### src/sv/ship_ram.sv
// Generic single-write, single-read synchronous RAM with registered read.
`timescale 1ns / 1ps
module ship_ram #(
    parameter int WIDTH = 8,
    parameter int DEPTH = 256
) (
    input  logic                     i_clk,
    input  logic                     i_we,
    input  logic [$clog2(DEPTH)-1:0] i_waddr,
    input  logic [WIDTH-1:0]         i_wdata,
    input  logic                     i_re,
    input  logic [$clog2(DEPTH)-1:0] i_raddr,
    output logic [WIDTH-1:0]         o_rdata
);
    logic [WIDTH-1:0] r_mem [DEPTH];
    logic [WIDTH-1:0] r_rdata;

    always_ff @(posedge i_clk) begin
        if (i_we) begin
            r_mem[i_waddr] <= i_wdata;
        end
        if (i_re) begin
            r_rdata <= r_mem[i_raddr];
        end
    end

    assign o_rdata = r_rdata;
endmodule

### config.mk
export PLATFORM = sky130hd
export DESIGN_NAME = ship_ram
export DESIGN_NICKNAME = d
export VERILOG_FILES = /design/src/sv/ship_ram.sv
export SDC_FILE = /design/constraint.sdc
export NUM_CORES = 2
export LEC_CHECK = 0
export BUFFER_PORTS_ARGS = -buffer_cell sky130_fd_sc_hd__buf_2
export CORE_AREA = 4 4 390 392
export DETAILED_ROUTE_END_ITERATION = 10
export DIE_AREA = 0 0 394 396
export PLACE_DENSITY = 0.78
export RECOVER_POWER = 50
export SYNTH_ARGS = -nofsm -noshare
export SYNTH_HDL_FRONTEND = slang
export SYNTH_SLANG_ARGS = --single-unit
### constraint.sdc
create_clock -name i_clk -period 3.1 [get_ports i_clk]
set_input_delay 0 -clock i_clk [delete_from_list [all_inputs] [get_ports i_clk]]
set_output_delay 0 -clock i_clk [all_outputs]
set_load 0.01 [all_outputs]
---- Word level (Yosys, flattened, before mapping) ----
Memories as Yosys holds them, arrays and structs flattened. A register that Yosys moved wholly into a read port is not among the register bits.
Cells that the tools add are included.
storage, ports and cells
  register bits ........................... 0
  bits in writable memories ............... 2048
  input bits .............................. 27
  output and inout port bits .............. 8
  word-level logic and storage cells ...... 3
  memories ................................ 1
operators by class
  mux-type cells .......................... 2
memory list
  memory  depth  bits a word  rd ports  clocked after memory_dff  wr ports  line  RTL
  r_mem   256    8            1         1                         1         15    logic [WIDTH-1:0] r_mem [DEPTH];
operators by type and width
  operator          number
  2-to-1 mux 1 bit  2

---- Longest topological paths before layout ----
  depth after elaboration ................. 2
  mapped depth ............................ 11
  mapped depth without buffers ............ 6

---- Worst setup path before layout ----
No wires, ideal clock.
  path kind ............................... input to register
  start point ............................. input i_raddr[0]
  end point ............................... register r_rdata[2], in the netlist o_rdata[2], read port of r_mem, data pin
  setup time .............................. 0.269 ns
  data arrival time ....................... 1.807 ns
  required time ........................... 2.831 ns
  slack ................................... 1.024 ns
  stages .................................. 9
  buffers on the path ..................... 4
  cells stage by stage .................... buf_6 buf_12 buf_8 buf_2 mux4_2 a22oi_1 a21oi_1 nor4_1 nor4_2
RTL lines
  element             line  RTL
  start: declaration  12    input logic [$clog2(DEPTH)-1:0] i_raddr,
  end: declaration    16    logic [WIDTH-1:0] r_rdata;

==> results.yml <==
grt:
  grt_antenna_before_repair: 8
  first_global_vias: 41400
  grt_overflow_total: 0
  grt_start_max_net_pins: 136
  grt_pass1_wl_um: 290000
  grt_usage_pct: 25.5
die:
  rows: 142
  dieArea_sq_mm: 0.156
  die_w_um: 394
  dieHeight_um: 396
  num_io_pins: 35
  design.core.area_sq_mm: 0.149
  initial_utilization_pct: 53.5
placement:
  placed_cells: 5810
  place_congestion: 0.867
  dp_hpwl_um: 119000
  placed_cell_area_sq_mm: 0.0839
  io_buffers: 34
  post-place-ws_ps: -252
synth:
  synthAdderAreaFrac_pct: 0
  netlist_area_sq_mm: 0.0796
  synth-warning-count: 0
  synth_compound_area_share_pct: 3.42
  synth_top_family_by_area: "multiplexers"
  synth-simple-area-share_pct: 2.63
  ys_seq_area_share_pct: 77.5
  ys_types: 54
  synth.avg_cell_area_sq_um: 21.3
  synthFlopType: "edfxtp_1"
  syn_nets: 3760
  synthMuxAreaShare_pct: 14.6
  synthXorXnorAreaFrac_pct: 0
  syn_inst: 3733
  ys_async_sr_fraction_pct: 0
  synth-edff-count: 2056
  postSynthRegisterBits: 2056
hold_path:
  hp-class: "primary input to flop"
  worstHoldPathCells: 7
final_layout:
  layout.nets: 4108
  finalInstanceArea_sq_mm: 0.0902
  layout_commonest_cell: "edfxtp_1"
  area_growth_pct: 13.3
  mostFrequentLayoutCells: "edfxtp_1, mux4_2, nor2_1"
  fillCellCount: 9700
  final_cells: 6185
  layout-drive-gt1-share_pct: 25.6
flow_run:
  cap_violations: 8
clocking:
  clk_pin_slew_ps: 60
  root_buffer: "clkbuf_16"
  cts_tree: "yes"
  h-tree-depth: 4
  hold_buffers: 22
  clk_latency_ps: 820
  cts_setup_buffers: 0
  cts_buffer_depth: 3
  cts_resized: 0
  cts_buffers: 191
  clock_sinks: 2056
drt:
  wl_per_cell_um: 32.1
  ant_nets: 0
  drt_wl_total_um: 198000
  drc: 0
  first_pass_iters: 6
  vias: 41300
  drt_iter0_drc: 6682
  vias_per_cell: 6.68
critical_path:
  start_kind: "flop"
  slowest_delay_ps: 990
  crit_type: "flop to flop"
  cp_cell_sequence: "mux4_2 -> a22oi_1 -> a21oi_1 -> nor4_1 -> buf_4 -> nor4_2"
  critPathSlowestCell: "nor4_1"
  crit_required_ps: 3680
  end_kind: "flop"
  ff2ff_path_depth: 6
  cp_max_fo: 1
  worst-endpoint-arrival_ps: 3490
power_and_ir_drop:
  clkPwrFrac_pct: 41.0
  pwr-share-seq_pct: 53.9
  intPower_uw: 44900
  vdd_ir_drop_max_v: 0.000592
  leakagePower_uw: 0.0283
  switchingPower_uw: 12100
  switching_share_pct: 21.3
  powerDensity_mw_per_mm2: 632
  comb_power_share_pct: 5.1
outcome:
  violations: "max-capacitance violations, max-slew violations"
  status: "complete, but fails checks"
sta:
  setup_viol: 0
  fin_setup_tns_ps: 0
  min_period_over_period_pct: 93.9
  tightest_slew_ps: 3190
  slew_viol_final: 862
  relSlewSlack_pct: -112
  fin_skew_ps: 24.3
  hold_viol: 0
  rsz0062_at_grt: "no"
  min_period_ps: 2910
  timing.fmax_mhz: 344
  worst_slack_ps: 189
kinds of logic after synthesis:
family,Yosys count
buffers and inverters,235
multiplexers,591
flip-flops,2056
AO/OA/AOI/OAI,385
AND/OR/NAND/NOR,466
cell type report:
class                           count  area [sq um]  share of cell area (%)
Inverter                            2          7.51                 0.00832
Clock inverter                    118          1280                    1.41
Timing Repair Buffer              388          3360                    3.72
Clock buffer                      232          4930                    5.47
Tap cell                         1944          2430                    2.70
Sequential cell                  2056         61700                    68.4
Antenna cell                        3          7.51                 0.00832
Multi-Input combinational cell   1442         16500                    18.3
routing by layer:
metal	GRT usage, %	vias up	part of all wire (%)
li1	-	16400	-
met1	34.9	21400	36
met2	40.0	3025	48
met3	6.32	468	12
met4	10.3	6	4.5
met5	0	-	0.021
path summary, 6_finish.rpt:
path	startpoint	endpoint	slack, ps
worst max-delay path	r_mem[211][2]	o_rdata[2]	190
worst min register to register	r_mem[32][5]	o_rdata[5]	1240
worst max register to register	r_mem[211][2]	o_rdata[2]	190
worst min-delay path	i_raddr[5]	o_rdata[6]	340
Yosys cell counts, types with 16 or more instances:
cell	count	area share (%)
mux4_2	454	13
a21oi_1	96	0.60
o221ai_1	46	0.51
nor2_1	282	1.3
o22ai_1	28	0.22
nand3_1	34	0.21
nor2b_1	31	0.24
edfxtp_1	2056	78
buf_1	22	0.10
a22oi_1	133	1.3
clkbuf_1	111	0.52
nor3_1	22	0.14
nand2_1	33	0.16
buf_2	31	0.19
buf_4	27	0.25
nor4_1	24	0.19
buf_6	21	0.30
mux2i_1	134	1.7
a211oi_1	16	0.15
worst max-delay path, delay by kind of cell, from the launching register on:
family,cells,cell delay [ps]
and+or+nand+nor,2,1040
AOI/OAI and AO/OA,2,490
muxes,1,480
DFF,1,360
buffers and inverters,1,280
registers in the layout, indices dropped and copies added, names as in the netlist:
register / count
o_rdata: 8
r_mem: 2048
through the flow:
stage	hold slack, ps	util, %	total power (uW)
2_1_floorplan	98.9	-	32800
3_3_place_gp	463	56.4	34100
3_5_place_dp	464	56.4	34100
4_1_cts	130	60.7	57200
5_1_grt	365	60.6	58600
6_report	343	60.6	57000
power groups by stage:
stage	clock (uW)	sequential [uW]	combinational, uW
2_1_floorplan	0	31300	1490
3_3_place_gp	0	31300	2770
3_5_place_dp	0	31300	2830
4_1_cts	23600	30700	2890
5_1_grt	24800	30700	3040
6_report	23400	30700	2910
No activity file was read; power rests on OpenSTA's default activity.
