==> src/sv/ship_pkg.sv <==
// Shared types and constants for the SHiP/SRRIP replacement engine.
`timescale 1ns / 1ps
package ship_pkg;
    localparam int SETS      = 2048;
    localparam int WAYS      = 16;
    localparam int SIG_BITS  = 14;
    localparam int RRPV_W    = 2;
    localparam int CTR_W     = 3;
    localparam int ADDR_BITS = 48;
    localparam int PC_W      = 64;
    localparam int THR_W     = 3;
    localparam int RUN_W     = 3;
    localparam int SET_W     = $clog2(SETS);
    localparam int WAY_W     = $clog2(WAYS);
    localparam int STRIDE_W  = ADDR_BITS + 1;
    localparam int SIG_COUNT = 1 << SIG_BITS;

    localparam logic [RRPV_W-1:0] RRPV_MAX = {RRPV_W{1'b1}};
    localparam logic [CTR_W-1:0]  CTR_MAX  = {CTR_W{1'b1}};
    localparam logic [CTR_W-1:0]  CTR_MID  = CTR_MAX >> 1;
    localparam logic [THR_W-1:0]  THR_RST  = THR_W'(4);

    // request kinds
    localparam logic OP_VICTIM = 1'b0;
    localparam logic OP_UPDATE = 1'b1;

    typedef struct packed {
        logic                reused;
        logic [SIG_BITS-1:0] sig;
        logic                valid;
        logic [RRPV_W-1:0]   rrpv;
    } t_line;

    typedef t_line [WAYS-1:0] t_row;

    localparam t_line LINE_RST = '{reused: 1'b0, sig: '0, valid: 1'b0, rrpv: RRPV_MAX};

    // per-signature stride detector entry
    typedef struct packed {
        logic [RUN_W-1:0]     run;
        logic [STRIDE_W-1:0]  stride;
        logic [ADDR_BITS-1:0] addr;
    } t_sent;

    typedef struct packed {
        t_sent entry;
        logic  stream;
    } t_stride_res;

    typedef struct packed {
        logic [WAY_W-1:0] way;
        logic             age;
        t_row             aged;
    } t_victim_res;
endpackage

==> src/sv/ship_stride.sv <==
// Stride detector update for one signature entry.
`timescale 1ns / 1ps
module ship_stride (
    input  ship_pkg::t_sent               i_entry,
    input  logic [ship_pkg::ADDR_BITS-1:0] i_addr,
    input  logic [ship_pkg::THR_W-1:0]     i_thr,
    output ship_pkg::t_stride_res          o_res
);
    import ship_pkg::*;

    logic [STRIDE_W-1:0] stride;
    logic                match;
    logic [RUN_W:0]      run_inc;
    logic [RUN_W:0]      run_nx;

    // two's complement difference kept one bit wider than the address
    assign stride  = {1'b0, i_addr} - {1'b0, i_entry.addr};
    assign match   = (i_entry.run != '0) && (stride == i_entry.stride);
    assign run_inc = {1'b0, i_entry.run} + (RUN_W+1)'(1);

    always_comb begin
        if (match) begin
            run_nx = (run_inc > {1'b0, i_thr}) ? {1'b0, i_thr} : run_inc;
        end else begin
            run_nx = (RUN_W+1)'(1);
        end
        o_res.entry.run    = run_nx[RUN_W-1:0];
        o_res.entry.stride = stride;
        o_res.entry.addr   = i_addr;
        o_res.stream       = run_nx[RUN_W-1:0] >= i_thr;
    end
endmodule

==> config.mk <==
export PLATFORM = sky130hd
export DESIGN_NAME = ship_stride
export DESIGN_NICKNAME = d
export VERILOG_FILES = /design/src/sv/ship_pkg.sv /design/src/sv/ship_stride.sv
export SDC_FILE = /design/constraint.sdc
export NUM_CORES = 1
export LEC_CHECK = 0
export BUFFER_PORTS_ARGS = -buffer_cell sky130_fd_sc_hd__buf_2
export CORE_UTILIZATION = 37
export DETAILED_ROUTE_END_ITERATION = 8
export PLACE_DENSITY = 0.67
export SYNTH_ARGS = -nofsm -noshare
export SYNTH_HDL_FRONTEND = slang
export SYNTH_SLANG_ARGS = --single-unit
==> constraint.sdc <==
create_clock -name vclk -period 9.05
set_input_delay 0.905 -clock vclk [all_inputs]
set_output_delay 0.905 -clock vclk [all_outputs]
set_load 0.1 [all_outputs]
After elaboration in Yosys (flattened, before gate mapping)
Cells that the tools add are included.
Storage, ports and cells
  register bits: 0
  output and inout bits: 101
Operators by class
  $add $sub $neg: 2
  order comparisons: 2
  equality and inequality tests: 1
  multiplexer cells: 2
  reductions and logical operators: 2
Operators with widths (number)
  $eq A49 B49 Y1: 1
  $sub A48 B48 Y49: 1
  $mux W3: 2
  $add A3 B1 Y4 const B: 1
  $gt A4 B3 Y1: 1
  $ge A3 B3 Y1: 1
  $reduce_bool A3 Y1: 1
  $logic_and A1 B1 Y1: 1

Logic depth before layout (Yosys ltp)
  depth after elaboration: 5
  mapped depth: 19
  gate-level depth less buffers: 18

Least setup slack after synthesis
OpenSTA, ideal clock, no wires.
  kind: input to output
  start point: input port i_addr[0] in the netlist's numbering
  end point: output port o_res[0] in the netlist's numbering
  arrival time: 8386 ps
  slack: -241 ps
  stages: 17
  path through: inv_1 -> ha_1 -> fa_1 -> nor2b_1 -> o31a_1 -> nor2_1 -> xnor2_1 -> xor2_1 -> or4_1 -> nor4_1 -> nand4b_1 -> nor4_2 -> nand4_2 -> nor3_1 -> ha_1 -> a21o_1 -> a21o_1
RTL lines
  start, declared: RTL line ship_stride.sv:5  | input logic [ship_pkg::ADDR_BITS-1:0] i_addr,
  end, declared: RTL line ship_stride.sv:7  | output ship_pkg::t_stride_res o_res

==> impl_results.md <==
* Status: finished clean
* Worst vdd ir at ~130 uV
* Overall Global Routing Usage at 0.251
* Fin crit share at 0.801
* DIE AREA at between 10000 and 15000 sq um
* Drt drc at 0
* Crit path cell chain: buf_2, inv_1, ha_1, or2_2, o21a_1, o21ai_0, a31oi_1, o311ai_0, nor2_1, a2111oi_0, nand4_1, nor4_1, nand4_2, a2111oi_2, ha_1, nand2b_1, a21o_1, a21o_1, buf_2
* Setup TNS at 0 ns
* DRT Pass-1 Iters at 5
* Hold path endpoint: o_res[22]
* Share of layout cells above drive strength 1 at 0.287
* Initial antenna violation count at 0
* Hold Buf Count CTS at 0
* Detail Placement HPWL at approximately 17000 microns
* Sequential cell count at 0
* Setup CP Type: input pin to output port
* Total number of vias at ~6.2k
* Dpl cells at about 1.1k
* Fin nets at ~1.1k
* Seq/Total Area, Yosys at 0
* Vias per inst at ~5.6
* Crit path buffers/inverters at 3
* Critical path capture point type: output port
* First-pass GRT wire length at between 20000 and 30000 microns
* # resized after CTS at 0
* # clk buffers at 0
* Power Dens Cells at about 160 nW/um^2
* Final ANT Viol Nets at 0
* YS warnings at 0
* Maximum Capacitance Violations at 0
* Avg Cell Area, Syn at 6.68 sq um
* Pwr Total at about 0.00095 W
* Post-synth cell types at 73
* Worst Hold Class: input pin to output port
* Slew Limit Fails at 0
* Die Span X at 120 microns
* Post-CTS setup buffers at 0
* Vias in the first global route at between 5k and 6k
* IO buf count at 252
* Largest fanout on the critical path at 6
* Final Hold Fails at 0
* Syn_nets at ~1000
* Fillers at 1481
* Initial drt markers at 546
* I/O Pins at around 250
* CP max-delay cell: o311ai_0
* Final setup viols at 0
* RSZ-0062 raised after global routing: no
* Total core area at roughly 13000 sq um
* Hold_ws at ~2.2 ns
* CP top delay family: compound AO/OA/AOI/OAI gates
* Site Rows at between 40 and 50
* HP Start: i_addr[21]
* GRT overflow at 0
* Final wirelength at 18900 microns
* Fin cells at ~1.1k
* Die height at approximately 120 microns
* Register area at 0 sq um
* Cells on Worst Hold Path at 2
* Synthesized instance count at between 700 and 800
* Pleak at around 3.1 nW
* Area Growth Syn to Fin at 19.1%
* Gpl congestion at 0.963
* Initial Utilization at 0.384
* Largest net degree at the start of global routing at 12
* Worst EP arrival at roughly 6.4 ns
* Rel. slew slack at 0.399
* Fmax at about 0.14 GHz
* Critical Path Start Type: input pin
* Post-route minimum period at ~7.3 ns
* Critical Path RT at between 8 and 9 ns
* Tightest Pin Transition at about 0.89 ns
* Max incr delay on CP at approximately 0.8 ns
* Synthesized area at around 5100 sq um
* Drt wl/cell at approximately 17 microns
[per-layer routing]
layer  up-vias  GRT usage  part of all wire
met5         -          0                 0
met4         0     0.0570             0.025
met3        26     0.0238             0.075
met2       294      0.428              0.46
met1      2835      0.338              0.44
li1       3058          -                 -
[how the worst max path moves through the flow]
| stage | startpoint | end | slack [ns] | depth (start not counted) |
|---|---|---|---|---|
| 6_report | i_entry[2] | o_res[0] | 1.80 | 19 |
| 5_1_grt | i_entry[2] | o_res[0] | 1.60 | 19 |
| 4_1_cts | i_entry[2] | o_res[0] | 1.91 | 19 |
| 3_5_place_dp | i_entry[2] | o_res[0] | 1.93 | 19 |
| 3_3_place_gp | i_entry[2] | o_res[0] | 1.96 | 19 |
| 2_1_floorplan | i_addr[0] | o_res[0] | 0.06 | 16 |
[synthesized netlist by cell type, drive strengths merged (4+ instances only)]
master | count | area share
a221o | 5 | 0.0098
nor3 | 20 | 0.020
o21bai | 4 | 0.0059
xnor2 | 44 | 0.075
buf | 55 | 0.080
o211ai | 6 | 0.0088
inv | 76 | 0.056
o22ai | 4 | 0.0049
nand2b | 5 | 0.0061
and4 | 4 | 0.0068
nor2 | 62 | 0.045
mux2i | 4 | 0.0078
a2111oi | 7 | 0.014
o21ai | 53 | 0.053
nand4 | 27 | 0.034
clkbuf | 27 | 0.020
nor2b | 6 | 0.0073
a211oi | 10 | 0.015
o21a | 9 | 0.013
xnor3 | 7 | 0.031
ha | 56 | 0.14
or3 | 6 | 0.0076
a21oi | 64 | 0.066
and2 | 4 | 0.0049
nand3 | 9 | 0.0088
nand2 | 68 | 0.050
a21o | 19 | 0.028
nor4 | 8 | 0.011
xor2 | 34 | 0.058
a31oi | 9 | 0.011
[cell type report]
type	instances	area [sq um]	share of cell area
well taps	176	220	0.0361
diodes	1	2.50	0.000410
multi-input cells	609	4330	0.710
repair buffers	252	1260	0.207
inverters	76	285	0.0468
[report_power, final]
part	switching, W	leakage, nW	internal, W
clock network	0	0.00000634	0.0000000000148
logic	0.000734	3.11	0.000216
registers	0	0	0
total	0.000734	3.11	0.000216
[placed cells by master, fill, tap and decap left out, types with 6 or more instances in the layout]
master / count
a211oi_1: 10
a21o_1: 19
a21oi_1: 61
a31oi_1: 9
buf_2: 252
ha_1: 56
inv_1: 76
nand2_1: 68
nand3_1: 9
nand4_1: 26
nor2_1: 62
nor2b_1: 6
nor3_1: 19
nor4_1: 7
o211ai_1: 6
o21a_1: 9
o21ai_0: 47
xnor2_1: 44
xnor3_1: 7
xor2_1: 34
[through the flow]
step / cell area (sq um) / util / worst slack, ns
6_report: 6100 / 0.457 / 1.80
5_1_grt: 6100 / 0.457 / 1.60
4_1_cts: 6100 / 0.457 / 1.91
3_5_place_dp: 6100 / 0.457 / 1.93
3_3_place_gp: 6100 / 0.457 / 1.96
2_1_floorplan: 5130 / - / 0.0562
[cells by family after synthesis]
family / synth area share
muxes: 0.00782
buffers and inverters: 0.156
xor gates and xnor gates: 0.178
AOI/OAI and AO/OA: 0.292
adders and majority gates: 0.141
and+or+nand+nor: 0.226
Power figures use the tool's default switching activity.
