[config.mk]
export PLATFORM = sky130hd
export DESIGN_NAME = ship_victim
export DESIGN_NICKNAME = d
export VERILOG_FILES = /design/src/sv/ship_pkg.sv /design/src/sv/ship_victim.sv
export SDC_FILE = /design/constraint.sdc
export NUM_CORES = 1
export LEC_CHECK = 0
export BUFFER_PORTS_ARGS = -buffer_cell sky130_fd_sc_hd__buf_2
export CELL_PAD_IN_SITES_DETAIL_PLACEMENT = 1
export CELL_PAD_IN_SITES_GLOBAL_PLACEMENT = 1
export CORE_AREA = 4 4 225 227
export DETAILED_ROUTE_END_ITERATION = 12
export DIE_AREA = 0 0 229 231
export GPL_ROUTABILITY_DRIVEN = 0
export PLACE_DENSITY_LB_ADDON = 0.1
export RECOVER_POWER = 50
export SYNTH_ARGS = -nofsm -noshare
export SYNTH_HDL_FRONTEND = slang
export SYNTH_SLANG_ARGS = --single-unit
[constraint.sdc]
create_clock -name vclk -period 14.3
set_input_delay 1.43 -clock vclk [all_inputs]
set_output_delay 1.43 -clock vclk [all_outputs]
set_load 0.05 [all_outputs]
[src/sv/ship_pkg.sv]
// Shared types and constants for the SHiP/SRRIP replacement engine.
`timescale 1ns / 1ps
package ship_pkg;
    localparam int SETS      = 2048;
    localparam int WAYS      = 16;
    localparam int SIG_BITS  = 14;
    localparam int RRPV_W    = 2;
    localparam int CTR_W     = 3;
    localparam int ADDR_BITS = 48;
    localparam int PC_W      = 64;
    localparam int THR_W     = 3;
    localparam int RUN_W     = 3;
    localparam int SET_W     = $clog2(SETS);
    localparam int WAY_W     = $clog2(WAYS);
    localparam int STRIDE_W  = ADDR_BITS + 1;
    localparam int SIG_COUNT = 1 << SIG_BITS;

    localparam logic [RRPV_W-1:0] RRPV_MAX = {RRPV_W{1'b1}};
    localparam logic [CTR_W-1:0]  CTR_MAX  = {CTR_W{1'b1}};
    localparam logic [CTR_W-1:0]  CTR_MID  = CTR_MAX >> 1;
    localparam logic [THR_W-1:0]  THR_RST  = THR_W'(4);

    // request kinds
    localparam logic OP_VICTIM = 1'b0;
    localparam logic OP_UPDATE = 1'b1;

    typedef struct packed {
        logic                reused;
        logic [SIG_BITS-1:0] sig;
        logic                valid;
        logic [RRPV_W-1:0]   rrpv;
    } t_line;

    typedef t_line [WAYS-1:0] t_row;

    localparam t_line LINE_RST = '{reused: 1'b0, sig: '0, valid: 1'b0, rrpv: RRPV_MAX};

    // per-signature stride detector entry
    typedef struct packed {
        logic [RUN_W-1:0]     run;
        logic [STRIDE_W-1:0]  stride;
        logic [ADDR_BITS-1:0] addr;
    } t_sent;

    typedef struct packed {
        t_sent entry;
        logic  stream;
    } t_stride_res;

    typedef struct packed {
        logic [WAY_W-1:0] way;
        logic             age;
        t_row             aged;
    } t_victim_res;
endpackage

[src/sv/ship_victim.sv]
// Victim selection and SRRIP ageing over one set row.
`timescale 1ns / 1ps
module ship_victim (
    input  ship_pkg::t_row        i_row,
    output ship_pkg::t_victim_res o_res
);
    import ship_pkg::*;

    logic              any_inv;
    logic [WAY_W-1:0]  inv_way;
    logic [RRPV_W-1:0] top;
    logic [RRPV_W-1:0] gap;
    logic [WAY_W-1:0]  max_way;
    logic              max_found;

    always_comb begin
        any_inv   = 1'b0;
        inv_way   = '0;
        top       = '0;
        max_way   = '0;
        max_found = 1'b0;
        // first invalid way
        for (int w = 0; w < WAYS; w++) begin
            if (!i_row[w].valid && !any_inv) begin
                any_inv = 1'b1;
                inv_way = WAY_W'(w);
            end
        end
        // largest re-reference value in the set
        for (int w = 0; w < WAYS; w++) begin
            if (i_row[w].rrpv > top) begin
                top = i_row[w].rrpv;
            end
        end
        gap = RRPV_MAX - top;
        // age every way; first way that reaches the maximum is the victim unless a way is invalid
        o_res.aged = i_row;
        for (int w = 0; w < WAYS; w++) begin
            o_res.aged[w].rrpv = i_row[w].rrpv + gap;
            if (i_row[w].rrpv == top && !max_found) begin
                max_found = 1'b1;
                max_way   = WAY_W'(w);
            end
        end
        o_res.way = any_inv ? inv_way : max_way;
        o_res.age = !any_inv;
    end
endmodule

# ---- Yosys cells after proc, flatten, opt, wreduce, memory -nomap -nowiden
# Cells that the tools add are included.
dict set report classes {
  n_eq_ne 16
  n_lt_le_gt_ge 16
  n_mul 0
  reduce_logical 75
  mux 78
  n_addsub 17
  bitwise 0
  n_shift 0
  div_mod_pow 0
}
# operator count
set ops {}
lappend ops {{4-bit 2-to-1 mux} 28}
lappend ops {{1-bit logical NOT} 45}
lappend ops {{2-bit 2-to-1 mux} 17}
lappend ops {{1-bit 2-to-1 mux} 33}
lappend ops {{2-bit adder} 16}
lappend ops {{2-bit == test} 16}
lappend ops {{2-bit greater-than comparator} 15}
lappend ops {{1-bit logical AND} 30}
lappend ops {{2-bit by 1-bit greater-than comparator with 1-bit output (second input constant)} 1}
lappend ops {{2-bit subtractor (first input constant)} 1}
dict set report totals {
  wordCells 202
  ff_bits 0
  mem_bits_rw 0
  out_inout_bits 293
  n_memories 0
  latch_bits 0
  input_bits 288
  rom_bits 0
}

# ---- Logic depth before layout (Yosys ltp)
# Gate-level depths: netlist of run 1.
dict set report logic_depth {
  word_depth 80
  ltp_mapped 89
  ltp_nobuf 89
}

# ---- Worst setup path after synthesis of run 1
# No wires, ideal clock.
dict set report synth_path {
  path_type {input port to output port}
  startpoint {in i_row[1] in the netlist's numbering}
  endpoint {out o_res[292] in the netlist's numbering}
  path_buffers 0
  arrival_ns 15.218
  slack_ns -2.348
  required_ns 12.870
  cell_stages 85
  path_cell_list {inv_1 > ha_1 > mux2i_1 > o221a_2 > nand2_1 > ha_1 > o21bai_1 > o21ai_0 > a32oi_2 > ha_1 > nand2b_1 > nand2_1 > nand2_1 > nand2_1 > ha_1 > inv_1 > o22a_1 > nor2_1 > (+49 left out) > ha_1 > nor2_1 > nor2_1 > a21oi_1 > nand2_1 > o31ai_1 > ha_1 > a21oi_1 > nor2_1 > a21oi_1 > o41a_1 > ha_1 > a221oi_1 > a31oi_1 > nor2b_1 > and2_1 > nand2_1 > a21boi_0}
}
# element line_no
set synth_lines {}
lappend synth_lines {{from (decl)} ship_victim.sv:4} ;# input ship_pkg::t_row i_row,
lappend synth_lines {{to (decl)} ship_victim.sv:5} ;# output ship_pkg::t_victim_res o_res

==> results by group, run 1 <==
Placement
  • Hpwl dp: ~22 mm
  • PortBufs: ~100
  • Area of placed instances: between 0.005 and 0.006 mm^2

Timing
  • Slew Viols, Final: 0
  • Slew headroom: approximately 52%
  • Final worst setup slack: -1.60 ns
  • Post-route minimum period: ~16 ns
  • WHS: 2.86 ns
  • Final worst-path cycle share: 111%
  • Setup Viol. Count Final: 36
  • RSZ-0062 raised after global routing: yes
  • Final Hold Vio Count: 0
  • Worst-Margin Slew: 0.722 ns
  • Fmax: between 60 and 70 MHz

Pwr
  • Cell area power density: 156 mW/mm^2
  • Static Leak: around 2.7 nW
  • Peak supply drop: roughly 35 uV

Min path
  • Hold Path Class: input port to output port
  • Worst Hold Path EP: o_res[105]
  • WHS Path Cells: 0
  • Hold_sp: i_row[105]

GRT
  • First-pass GRT wire length: 32.7 mm
  • Vias in the first global route: ~4000
  • Antenna violations before repair: 4
  • Grt total ovfl: 0
  • Global-route usage over all layers: 8.57%
  • Largest net degree at the start of global routing: 37

Logic synthesis
  • Syn_nets: around 940
  • Synth cell types: 48
  • Sequential element share of the synthesized area: 0%
  • Mapped cell area: roughly 0.0043 mm^2
  • Post-Syn Instances: 589
  • Mean Syn Cell Area: 7.24 um^2
  • Ys Warns: 0

Die
  • Chip height: about 230 um
  • Core Area: between 0.04 and 0.05 mm^2
  • I/O pins: between 500 and 600
  • Std-Cell Rows: just over 80
  • Initial core utilization: between 8 and 9%
  • Die Area: about 0.053 mm^2
  • DIE WIDTH: between 200 and 250 um

Critical path
  • CP Data Arrival Time: 14.47 ns
  • CP most frequent cell: ha_4
  • CP startpoint kind: input port
  • Setup Crit Path Kind: input port to output port
  • Max FO, Critical Path: 8
  • Slowest CP cell: o41a_4
  • Endpoint type of the worst setup path: output port
  • CP peak stage delay: ~0.38 ns
  • Req. time, crit path: 12.87 ns

Route
  • Vias per inst: about 3.1
  • DRT iter0 DRCs: 73
  • Number of nets still failing antenna checks after routing: 0
  • Detailed Routing Iterations Pass 1: 3
  • Drt drc: 0
  • DRT Wirelength: 24.8 mm
  • Via total after detailed routing: ~3700
  • Routed len/inst: 21.0 um

Finish
  • Final #Nets: approximately 910
  • Register area: 0 um^2
  • Synth-to-Final Area Change: 49.8%
  • Seq_cells: 0
  • Design area: about 0.0064 mm^2
  • Layout cells sized above 1: between 60% and 70%
  • CLK BUF: 0

Run status
  • Violated checks: setup timing
  • Status: complete, but fails checks

Flow run
  • Max Cap Viol: 0
[layout make-up]
| type | instances | area [um^2] |
|---|---|---|
| Antenna cell | 1 | 2.50 |
| Fill cell | 5691 | 42300 |
| Inverter | 50 | 195 |
| Multi-Input combinational cell | 279 | 3420 |
| Tap cell | 622 | 778 |
| Timing Repair Buffer | 227 | 2000 |
[logic make-up (layout without fill, tap and decap cells)]
family	count (synthesis)	count (layout)	synth area share, %
AOI/OAI and AO/OA	85	85	13.8
buffers and inverters	310	277	49.9
xor gates and xnor gates	30	30	6.16
other	0	1	0
adders and majority gates	62	62	18.2
muxes	3	3	0.733
and+or+nand+nor	99	99	11.2
[layout by cell type (no fill, tap or decap), types with 5 or more instances in the layout]
| cell type | Yosys | routed |
|---|---|---|
| buf_12 | 0 | 21 |
| buf_4 | 256 | 106 |
| nor2_2 | 0 | 14 |
| nor2_1 | 27 | 8 |
| a21oi_4 | 0 | 6 |
| buf_6 | 0 | 29 |
| nand2_1 | 31 | 23 |
| o21ai_0 | 10 | 5 |
| xnor2_2 | 0 | 7 |
| xnor2_1 | 22 | 7 |
| a31oi_4 | 0 | 5 |
| ha_4 | 0 | 28 |
| inv_2 | 0 | 10 |
| nand2_2 | 0 | 6 |
| nor2_4 | 0 | 5 |
| nand2b_4 | 0 | 6 |
| buf_8 | 0 | 10 |
| nand2b_1 | 15 | 9 |
| xnor2_4 | 0 | 8 |
| buf_2 | 3 | 61 |
| ha_1 | 62 | 32 |
| a21oi_1 | 19 | 9 |
| inv_1 | 50 | 38 |
[cell usage after synthesis, drive strengths merged, types with 2 or more instances]
library cell / number / area share [%]
buf: 259 / 45
ha: 62 / 18
inv: 50 / 4.4
nand2: 31 / 2.7
nor2: 27 / 2.4
xnor2: 22 / 4.5
a21oi: 19 / 2.2
nand2b: 15 / 2.2
a31oi: 12 / 1.8
o21ai: 10 / 1.2
o22ai: 9 / 1.3
xor2: 8 / 1.6
a221oi: 7 / 1.6
nand3: 6 / 0.70
nand4: 4 / 0.59
nor2b: 4 / 0.59
o21bai: 4 / 0.70
a22oi: 3 / 0.53
and2: 3 / 0.44
a211oi: 2 / 0.35
a22o: 2 / 0.41
and3: 2 / 0.32
and4: 2 / 0.41
mux2i: 2 / 0.47
nand3b: 2 / 0.35
o211a: 2 / 0.47
o31ai: 2 / 0.35
[power breakdown]
part	total (mW)	switching [mW]	internal (mW)
logic	0.997	0.491	0.505
registers	0	0	0
clock network	0.00000000936	0	0.00000000936
[how the worst max path moves through the flow]
stage               from          to  cells after the start
6_report        i_row[1]  o_res[289]                     89
5_1_grt         i_row[1]  o_res[289]                     91
4_1_cts         i_row[1]  o_res[289]                     91
3_5_place_dp   i_row[19]  o_res[290]                     89
3_3_place_gp   i_row[19]  o_res[290]                     87
2_1_floorplan  i_row[18]  o_res[289]                     84
[repair_timing]
action | in CTS | in global routing
hold buffers | 0 | 0
hold endpoints to repair | 0 | 0
buffers inserted | 36 | 8
pin swaps | 82 | 70
setup endpoints to repair | 36 | 36
resized for setup | 142 | 55
[worst max-delay path, delay by kind of cell]
kind	cells	cell delay, ns
multiplexers	2	0.53
AO/OA/AOI/OAI	28	4.61
AND/OR/NAND/NOR	26	2.65
adder cells (fa/ha/maj)	15	3.56
buffers and inverters	18	1.60
[metrics by stage]
stage               utilization (%)  setup TNS, ns  power [mW]  cells  setup WS, ns
finish                         13.1         -21.98       0.997   1179         -1.60
global route                   13.1         -47.69        1.06   1178         -2.36
CTS                            12.5         -35.09       0.953   1174         -1.99
detailed placement             10.7         -52.05       0.781   1140         -2.65
global placement               10.7         -41.43       0.778   1140         -2.36
floorplan                         -          -4.83       0.648    589        -0.902
[layer usage]
metal / global-route usage (%) / vias to the layer above / share of wire, %
li1: - / 1630 / -
met1: 6.23 / 1649 / 25
met2: 16.0 / 308 / 53
met3: 8.11 / 64 / 20
met4: 1.62 / 10 / 2.2
met5: 1.10 / - / 0.41
Note: power is estimated with default switching activity, not from simulation.
==> inputs of run 2 (changes only) <==
clock period = 14.6 ns   (was 14.3 ns; I/O delays follow)
==> run 2 against run 1 <==
Effect of this change: the run still ends with setup timing left; core utilization grew 0.48 points; setup slack got worse by 0.17 ns; non-clock buffer count grew 24; via count decreased by 0.71%; hold slack better by 0.060 ns; routed wire length fell by 24%; cell count increased by 2.0%; sequential cell count stayed put; sequential share of layout area stayed put; combinational power about the same; power rose by 3.8%.
==> results by group, run 2 (same netlist as run 1, synthesis figures left out) <==
Critical path
  • CP Data Arrival Time: between 10 and 15 ns
  • Setup Crit Path Kind: input port to output port
  • Req. time, crit path: between 10 and 15 ns
  • Slowest CP cell: o41a_4
  • CP startpoint kind: input port
  • Max FO, Critical Path: 6
  • CP most frequent cell: ha_4
  • Endpoint type of the worst setup path: output port
  • CP peak stage delay: between 0.4 and 0.5 ns

Placement
  • PortBufs: approximately 100
  • Hpwl dp: approximately 16 mm
  • Placed cell count: ~1100

Die
  • Die Area: 0.0529 mm^2
  • DIE WIDTH: around 230 um
  • Core Area: a little under 0.05 mm^2
  • I/O pins: between 500 and 600
  • Chip height: around 230 um
  • Initial core utilization: 8.77%
  • Std-Cell Rows: a little over 80

Run status
  • Violated checks: setup timing
  • Status: complete, but fails checks

Route
  • Routed len/inst: about 16 um
  • Vias per inst: just over 3
  • Detailed Routing Iterations Pass 1: 4
  • Drt drc: 0
  • Via total after detailed routing: about 3600
  • DRT iter0 DRCs: between 60 and 70
  • DRT Wirelength: 18.8 mm
  • Number of nets still failing antenna checks after routing: 0

GRT
  • Busiest grt layer: met2
  • Met3 GRT Util: under 10%
  • First-pass GRT wire length: between 20 and 30 mm
  • Met1 GRT Util: between 6 and 7%
  • Grt total ovfl: 0
  • Antenna violations before repair: 0
  • GR Util met2: between 10% and 20%
  • Global-route usage over all layers: about 6.6%
  • Vias in the first global route: between 4000 and 5000
  • Largest net degree at the start of global routing: 37

Pwr
  • Cell area power density: between 150 and 200 mW/mm^2
  • Pwr Total: a little over 1 mW
  • Static Leak: ~2.8 nW
  • Peak supply drop: between 80 and 90 uV

Finish
  • Filler cells: 5700
  • Synth-to-Final Area Change: 55.3%
  • Register area: 0 um^2
  • CLK BUF: 0
  • Number of diodes: 0
  • Most frequent cells in the layout: 122 x buf_4, 61 x buf_2, 38 x inv_1, 34 x buf_6, 31 x ha_1
  • Final non-filler cell total: about 1200
  • Most common cell after layout, fill and taps aside: buf_4
  • Layout cells sized above 1: a little over two thirds
  • Final #Nets: ~930
  • Multi-input logic area: 0.00343 mm^2
  • Seq_cells: 0

Min path
  • Hold Path Class: input port to output port
  • WHS Path Cells: 0
  • Hold_sp: i_row[122]
  • Worst Hold Path EP: o_res[122]

Timing
  • Worst-Margin Slew: just over 0.8 ns
  • Final worst setup slack: -1.78 ns
  • Fmax: between 60 and 70 MHz
  • Final worst-path cycle share: 112%
  • Final Hold Vio Count: 0
  • Slew Viols, Final: 0
  • Setup TNS: -27.81 ns
  • Post-route minimum period: between 15 and 20 ns
  • Slew headroom: approximately 45%
  • RSZ-0062 raised after global routing: yes
  • Setup Viol. Count Final: 36

Flow run
  • Max Cap Viol: 0

Clock tree
  • Hold buffers post-CTS: 0
run 2: cell count changes in the layout (fill, tap and decap cells not counted), sizes merged:
cell | before | now
buf | 227 | 251
diode | 1 | 0
run 2: what timing repair did:
action / in CTS / in global routing
pin swaps: 59 / 70
buffers inserted: 47 / 19
resized for setup: 174 / 68
endpoints found under the setup margin: 36 / 36
run 2: through the flow:
step / cell area [um^2] / utilization [%] / setup slack [ns] / hold WS [ns]
2_1_floorplan: 4770 / - / -0.662 / 3.09
3_3_place_gp: 5020 / 10.3 / -2.38 / 2.92
3_5_place_dp: 5020 / 10.3 / -2.73 / 2.92
4_1_cts: 6190 / 12.7 / -2.01 / 2.92
5_1_grt: 6630 / 13.6 / -2.58 / 2.92
6_report: 6630 / 13.6 / -1.78 / 2.92
run 2: where the power goes:
| part | switching, mW | internal (mW) | total (mW) |
|---|---|---|---|
| clock network | 0 | 0 | 0 |
| logic | 0.498 | 0.537 | 1.03 |
| registers | 0 | 0 | 0 |
| total | 0.498 | 0.537 | 1.03 |
run 2: worst max-delay path by stage:
stage,end,cells past startpoint,start
2_1_floorplan,o_res[289],84,i_row[18]
3_3_place_gp,o_res[289],88,i_row[19]
3_5_place_dp,o_res[289],88,i_row[19]
4_1_cts,o_res[289],91,i_row[1]
5_1_grt,o_res[289],91,i_row[1]
6_report,o_res[289],90,i_row[1]
run 2: area by class of cell:
| class | count | area share (%) |
|---|---|---|
| timing repair buffer | 251 | 33.4 |
| inverter | 50 | 3.06 |
| tap | 622 | 11.7 |
| multi-input combinational | 279 | 51.8 |
run 2: routing by layer:
layer	part of all wire (%)	wire, um
met5	0	0
met4	3.4	642
met3	9.8	1840
met2	52	9730
met1	35	6550
run 2: worst max-delay path, delay by kind of cell:
family / cells / cell delay, ns
AOI/OAI and AO/OA: 27 / 4.86
and+or+nand+nor: 23 / 2.24
buffers and inverters: 23 / 2.05
muxes: 2 / 0.52
adders and majority gates: 15 / 3.72
